<file path="config.mk">
export PLATFORM = sky130hd
export DESIGN_NAME = knp_cell
export DESIGN_NICKNAME = d
export VERILOG_FILES = /design/src/rtl/knp_pkg.sv /design/src/rtl/knp_cell.sv
export SDC_FILE = /design/constraint.sdc
export NUM_CORES = 1
export LEC_CHECK = 0
export ABC_AREA = 1
export BUFFER_PORTS_ARGS = -buffer_cell sky130_fd_sc_hd__buf_2
export CAP_MARGIN = 20
export CELL_PAD_IN_SITES_DETAIL_PLACEMENT = 1
export CELL_PAD_IN_SITES_GLOBAL_PLACEMENT = 1
export CORE_MARGIN = 2
export CORE_UTILIZATION = 31
export CTS_CLUSTER_DIAMETER = 30
export DETAILED_ROUTE_END_ITERATION = 16
export PLACE_DENSITY = 0.87
export SLEW_MARGIN = 20
export SYNTH_ARGS = -nofsm -noshare
export SYNTH_HDL_FRONTEND = slang
export SYNTH_SLANG_ARGS = --single-unit
export TNS_END_PERCENT = 30
</file>
<file path="constraint.sdc">
create_clock -name clk -period 5.7 [get_ports clk]
set_clock_uncertainty 0.1 [all_clocks]
set_input_delay 0.855 -clock clk [delete_from_list [all_inputs] [get_ports clk]]
set_output_delay 0.855 -clock clk [all_outputs]
set_load 0.02 [all_outputs]
</file>
<file path="src/rtl/knp_pkg.sv">
// Package for the k-nearest-points unit: widths, key and cell types, FSM codes
// and the key ordering function. Used by the top level and knp_cell. No dependencies.
package knp_pkg;

  localparam int CAPACITY   = 1024;
  localparam int COORD_BITS = 16;
  localparam int MAX_EMIT   = 64;
  localparam int DIST_W     = 32;
  localparam int K_W        = 7;

  localparam int IDX_W  = $clog2(CAPACITY);
  localparam int CNT_W  = IDX_W + 1;
  localparam int EMIT_W = $clog2(MAX_EMIT + 1);
  localparam int SQ_W   = 2 * COORD_BITS;
  localparam int SUM_W  = ((SQ_W > DIST_W) ? SQ_W : DIST_W) + 1;
  localparam int PT_W   = 2 * COORD_BITS;

  // heap key: distance first, then arrival index
  typedef struct packed {
    logic [DIST_W-1:0] dist_sq;
    logic [IDX_W-1:0]  idx;
  } key_t;

  typedef struct packed {
    logic valid;
    key_t key;
  } cell_t;

  // per-cycle command broadcast to every cell of the chain
  typedef struct packed {
    logic insert;
    logic pop;
    logic clear;
  } chain_ctrl_t;

  typedef enum logic [1:0] {
    ST_IDLE,
    ST_SQUARE,
    ST_INSERT,
    ST_EMIT
  } state_t;

  function automatic logic key_less(key_t a, key_t b);
    key_less = (a.dist_sq < b.dist_sq) || ((a.dist_sq == b.dist_sq) && (a.idx < b.idx));
  endfunction

endpackage

</file>
<file path="src/rtl/knp_cell.sv">
// One cell of the sorted insertion chain: holds one key and its valid bit.
// Depends on knp_pkg.
module knp_cell (
  input  logic                 clk,
  input  logic                 rst_n,
  input  knp_pkg::chain_ctrl_t ctrl,
  input  knp_pkg::key_t        new_key,
  input  logic                 left_less,
  input  knp_pkg::cell_t       left,
  input  knp_pkg::cell_t       right,
  output knp_pkg::cell_t       held,
  output logic                 less
);

  knp_pkg::cell_t cell_r, cell_nxt;

  // new key belongs at or before this cell; an empty cell counts as infinity
  assign less = !cell_r.valid || knp_pkg::key_less(new_key, cell_r.key);
  assign held = cell_r;

  always_comb begin
    cell_nxt = cell_r;
    priority if (ctrl.clear) begin
      cell_nxt.valid = 1'b0;
    end else if (ctrl.pop) begin
      cell_nxt = right;
    end else if (ctrl.insert && less) begin
      if (left_less) begin
        // left neighbor is displaced too: shift its key in
        cell_nxt = left;
      end else begin
        cell_nxt.valid = 1'b1;
        cell_nxt.key   = new_key;
      end
    end
  end

  // valid bit is reset, key payload is not
  always_ff @(posedge clk) begin
    cell_r.key <= cell_nxt.key;
    if (!rst_n) begin
      cell_r.valid <= 1'b0;
    end else begin
      cell_r.valid <= cell_nxt.valid;
    end
  end

endmodule
</file>
==> metrics, run 1 <==
outcome complete, no violations; clock latency at the later pin of the worst-skew pair 0.30 ns; Final min period 3.177 ns; PD cells 190.3 nW/µm²; syn_area_per_cell 7.570 µm²; Max Root-Sink Buffers 2; Yosys reg bits 43; Reg power frac 46.2%; leading area contributor after synthesis edfxtp_1; total chip power 840.1 µW; post-placement cell area 4335 µm²; Setup Viol. Count Final 0; CTS tree yes; nets 782; Synth Flop Type edfxtp_1; Placement Rows 37; Worst Tran Pin Value 0.9162 ns; Unique masters post-synth 25; CTS H-Tree Depth 2; GPL Wtd Cong 0.7618; Total Wirelength 10,890 µm; CTS Root Cell clkbuf_8; CORE AREA 10,370 µm²; leakage power 2.324 nW; TNS Setup 0 ns; initial antenna violation count 0; vias in the first global route 3,812; Post-Syn Area 3323 µm²; hold path depth 4; CP required 4.74 ns; Power Internal 566.2 µW; Syn Nets 614; largest net degree at the start of global routing 46; DIE WIDTH 107.5 µm; first-pass GRT wire length 17,370 µm; first-iteration detailed-routing DRC count 100; most frequent cell after synthesis a21oi_1; Yosys top cell area share 37.95%; full die area 11,560 µm²; DP Wirelength 8626 µm; Switching Fraction 32.61%; worst vdd ir 0.07004 mV; Via density 4.792; Pins Over Slew Limit 0; Clock Power Share 23.1%; max-cap violation count 0; Design Area, Final 4415 µm²; Psw 274.0 µW; max_slew headroom 38.92%; clock sink count 43; via count 3,565; R2R cell count 13; WL per Instance 14.63 µm; synthesis warning total 0; CP Launch Type primary input; Resize count post-CTS 0; post-synthesis sequential area ratio 38.55%; most instantiated cells after synthesis a21oi_1 (101), nand2_1 (95), inv_1 (62); kind of critical path in2out; overall die height 107.5 µm; Final Hold Viols 0; # diodes 0; Post CTS Setup Buffer Count 0; GRT overflow 0; Max Clock Freq 0.3148 GHz; DRT Pass-1 Iters 5; I/O Pins 178; RSZ-0062 raised after global routing no; combinational share of power 30.7%; Hold Crit Class reg2reg; CTS Buf Count 5; final worst path period share 55.73%; asr flop ratio synth 0%; area grow syn2layout 32.87%; CP Capture Type primary output; DRC violations left 0; Starting Density 32.05%; max reg flops 43; IO Port Bufs 177; crit path DAT 2.22 ns; Hold-fix buffers, CTS 0; ranking of synthesized cells by area edfxtp_1 (38%), ha_1 (15%), a21oi_1 (15%), nand2_1 (11%), inv_1 (7.0%); Post-Syn Instances 439; Antenna Nets Post-Route 0; EDFF count, synth 42; share of layout cells above drive strength 1 31.91%; CTS clk-pin slew, worst paths 0.08 ns; top fanout value on the critical path 2; GRT Resource Usage Total 18.76%
per-stage QoR:
stage	hold slack [ns]	setup WS (ns)	std cells	util (%)
2_1_floorplan	0.5746	1.202	439	-
3_3_place_gp	0.5151	2.337	736	41.81
3_5_place_dp	0.5388	2.234	736	41.81
4_1_cts	0.5550	2.446	744	42.58
5_1_grt	0.5918	2.303	744	42.58
6_report	0.5516	2.523	744	42.58
logic make-up after synthesis:
family / Yosys count / synth area share [%]
fa+ha+maj: 41 / 15.44
flops: 43 / 38.55
compound gates: 108 / 16.60
buf+inv: 82 / 9.337
simple gates: 165 / 20.07
layout by cell type (no fill, tap or decap), types with 4 or more instances in the layout:
master / count
clkbuf_8: 5
edfxtp_1: 42
inv_1: 62
nand2_2: 4
nand3_1: 5
buf_2: 177
nand2_1: 95
nor2_1: 53
ha_1: 41
a21oi_1: 100
routing by layer:
layer | vias up | GRT usage (%) | part of all wire [%]
li1 | 1778 | - | -
met1 | 1675 | 20.71 | 40
met2 | 110 | 37.02 | 55
met3 | 2 | 3.329 | 5.3
met4 | 0 | 3.755 | 0.30
met5 | - | 0 | 0
critical path: stages:
cell     delay, ns
buf_2         0.11
ha_1          0.29
nand2_1       0.06
nor2_1        0.15
and2_1        0.20
nand3_1       0.08
nor2_1        0.12
a21oi_1       0.09
nand2_2       0.08
buf_2         0.17
area by class of cell:
cell class | instances | area (µm²)
fill | 1362 | 5954
multi-input combinational | 314 | 1743
sequential | 43 | 1281
timing repair buffer | 179 | 900.9
inverter | 64 | 240.2
tap | 136 | 170.2
clock buffer | 8 | 80.08
power by group through the flow:
| stage | sequential [mW] | combinational (mW) | clock (mW) |
|---|---|---|---|
| 4_1_cts | 0.388 | 0.263 | 0.203 |
| 6_report | 0.388 | 0.258 | 0.194 |
| 3_5_place_dp | 0.395 | 0.262 | 0 |
| 5_1_grt | 0.390 | 0.293 | 0.214 |
| 3_3_place_gp | 0.393 | 0.246 | 0 |
| 2_1_floorplan | 0.421 | 0.122 | 0 |
path summary, 6_finish.rpt:
| path | endpoint | start | slack [ns] |
|---|---|---|---|
| setup / recovery | less | new_key[25] | 2.52 |
| hold / removal | held[42] | held[42] | 0.55 |
| hold reg to reg | held[42] | held[42] | 0.55 |
| setup reg to reg | held[9] | held[17] | 3.01 |
Note: power is estimated with default switching activity, not from simulation.
==> run 2: changes to the inputs <==
- ABC_AREA: 1 -> 0
- CORE_UTILIZATION: 31 -> 33
- PLACE_DENSITY: 0.87 -> 0.88
- clock period: 5.7 -> 3.05 ns (I/O delays scaled with it)
==> metrics, run 2 <==
outcome complete, no violations (unchanged); WL per Instance 16.00 µm (was 14.63 µm); Starting Density 33.79% (was 32.05%); CP Launch Type flip-flop (was primary input); GPL Wtd Cong 0.7959 (was 0.7618); DRT Pass-1 Iters 4 (was 5); Via density 4.873 (was 4.792); DIE WIDTH 103.6 µm (was 107.5 µm); Total Wirelength 10,480 µm (was 10,890 µm); CTS Buf Count 5 (unchanged); CTS H-Tree Depth 2 (unchanged); Worst path max stage delay 0.40 ns (was 0.29 ns); nets 696 (was 782); CTS Root Cell clkbuf_8 (unchanged); Syn Nets 514 (was 614); first-iteration detailed-routing DRC count 85 (was 100); most frequent cell after synthesis nand2_1 (was a21oi_1); clock latency at the later pin of the worst-skew pair 0.30 ns (about the same); Unique masters post-synth 34 (was 25); # diodes 0 (unchanged); kind of critical path reg2out (was in2out); largest net degree at the start of global routing 49 (was 46); max-cap violation count 0 (unchanged); total chip power 1.623 mW (was 840.1 µW); RSZ-0062 raised after global routing yes (was no); Worst Tran Pin Value 0.6206 ns (was 0.9162 ns); Antenna Nets Post-Route 0 (unchanged); overall die height 103.6 µm (was 107.5 µm); commonest non-fill, non-tap cells in the layout buf_2 (176), nand2_1 (50), o21ai_0 (47) (was buf_2 (177), a21oi_1 (100), nand2_1 (95)); CORE AREA 9684 µm² (was 10,370 µm²); final worst path period share 98.64%; PD cells 343.2 nW/µm² (was 190.3 nW/µm²); via count 3,192 (was 3,565); Synth Flop Type edfxtp_1 (unchanged); Final min period 3.008 ns; vias in the first global route 3,481 (was 3,812); GRT overflow 0 (unchanged); Worst Setup Slack, final 0.04163 ns (was 2.523 ns); clock sink count 43 (unchanged); first-pass GRT wire length 16,730 µm (was 17,370 µm); synthesis warning total 0 (unchanged); Max Clock Freq 0.3324 GHz; full die area 10,730 µm² (was 11,560 µm²); crit path DAT 2.45 ns (was 2.22 ns); post-synthesis sequential area ratio 39.16% (was 38.55%); max reg flops 43 (unchanged); Yosys top cell area share 38.55% (was 37.95%); ranking of synthesized cells by area edfxtp_1 (39%), ha_1 (16%), mux2i_1 (13%), o21ai_0 (7.2%), nand2_1 (5.9%) (was edfxtp_1 (38%), ha_1 (15%), a21oi_1 (15%), nand2_1 (11%), inv_1 (7.0%)); most instantiated cells after synthesis nand2_1 (51), o21ai_0 (47), edfxtp_1 (42), inv_1 (42), mux2i_1 (42) (was a21oi_1 (101), nand2_1 (95), inv_1 (62)); IO Port Bufs 177 (unchanged); Post-Syn Instances 339 (was 439); worst reg2reg path startpoint held[30] (was held[17]); syn_area_per_cell 9.652 µm² (was 7.570 µm²); EDFF count, synth 42 (unchanged); Yosys reg bits 43 (unchanged); leading area contributor after synthesis edfxtp_1 (unchanged); Hold-fix buffers, CTS 0 (unchanged); Hold Crit Start rst_n (was held[42]); I/O Pins 178 (unchanged); Placement Rows 36 (was 37); Pins Over Slew Limit 0 (unchanged); CP startpoint held[30] (was new_key[25]); Final Hold Viols 0 (unchanged); asr flop ratio synth 0% (unchanged); commonest non-fill, non-tap cell in the layout buf_2 (unchanged); CP Cell Sequence inv_1 > ha_4 > nand4_4 > nor4_4 > o311a_1 > a2111oi_4 > or3_4 > buf_6 (was buf_2 > ha_1 > nand2_1 > nor2_1 > and2_1 > nand3_1 > nor2_1 > a21oi_1 > nand2_2 > buf_2); DP Wirelength 8451 µm (was 8626 µm); Place WS 0.07727 ns (was 2.234 ns); CTS tree yes (unchanged); CP Capture Type primary output (unchanged); GRT Resource Usage Total 19.11% (was 18.76%); CTS clk-pin slew, worst paths 0.08 ns (about the same); area grow syn2layout 44.55% (was 32.87%); share of layout cells above drive strength 1 44.06% (was 31.91%); leakage power 2.329 nW (was 2.324 nW); Max Root-Sink Buffers 2 (unchanged); Hold Crit Class in2reg (was reg2reg); Post-Syn Area 3272 µm² (was 3323 µm²); top fanout value on the critical path 3 (was 2); DRC violations left 0 (unchanged); max_slew headroom 58.63% (was 38.92%); CP required 2.49 ns (was 4.74 ns); Slowest cell on crit path or3_4 (was ha_1); Setup Viol. Count Final 0 (unchanged); worst vdd ir 0.1491 mV (was 0.07004 mV); initial antenna violation count 0 (unchanged)
[run 2: worst max-delay path: cells and delay by family (launching register included)]
kind	cells	cell delay [ns]
buffers and inverters	2	0.24
flip-flops	1	0.38
adder cells (fa/ha/maj)	1	0.28
AND/OR/NAND/NOR	3	0.88
AO/OA/AOI/OAI	2	0.37
[run 2: routing by layer]
metal | track usage, % | up-vias | share of wire [%]
met4 | 3.958 | 0 | 1.7
met5 | 0 | - | 0
met2 | 36.28 | 111 | 52
met1 | 21.90 | 1490 | 40
li1 | - | 1576 | -
met3 | 4.216 | 15 | 5.6
[run 2: report_power, final]
group	internal [mW]	switching (mW)	total (mW)	leakage, nW
Sequential	0.703	0.0215	0.724	0.415
Combinational	0.244	0.296	0.540	1.87
Clock	0.161	0.198	0.359	0.0422
[run 2: final cells by class]
cell class,count,area (µm²)
fill,1163,4955
multi-input combinational,239,2016
sequential,43,1281
timing repair buffer,190,1027
tap,133,166.4
inverter,42,157.7
clock buffer,7,76.32
clock inverter,1,5.005
[run 2: cells by family after synthesis]
family | count (synthesis) | synth area share (%)
AO/OA/AOI/OAI | 78 | 13.81
buffers and inverters | 57 | 6.692
flip-flops | 43 | 39.16
multiplexers | 42 | 12.85
AND/OR/NAND/NOR | 78 | 11.82
adder cells (fa/ha/maj) | 41 | 15.68
[run 2: metrics by stage]
stage,setup TNS [ns],hold slack [ns],cells,utilization [%],area [µm²]
2_1_floorplan,0,0.4989,339,-,3273
3_3_place_gp,0,0.5391,638,44.73,4332
3_5_place_dp,0,0.5359,638,44.73,4332
4_1_cts,0,0.3092,652,46.73,4526
5_1_grt,-0.02318,0.3411,655,48.84,4730
6_report,0,0.3155,655,48.84,4730
[run 2: final timing paths]
kind	endpoint	slack [ns]	depth (start not counted)
hold / removal	held[42]	0.32	3
setup reg to reg	held[39]	0.38	8
setup / recovery	less	0.04	8
hold reg to reg	held[42]	0.57	3
[run 2: what timing repair did]
item / in CTS / in global routing
setup buffers: 6 / 3
gates resized for setup: 9 / 23
endpoints found under the setup margin: 1 / 1
pin swaps: 5 / 14
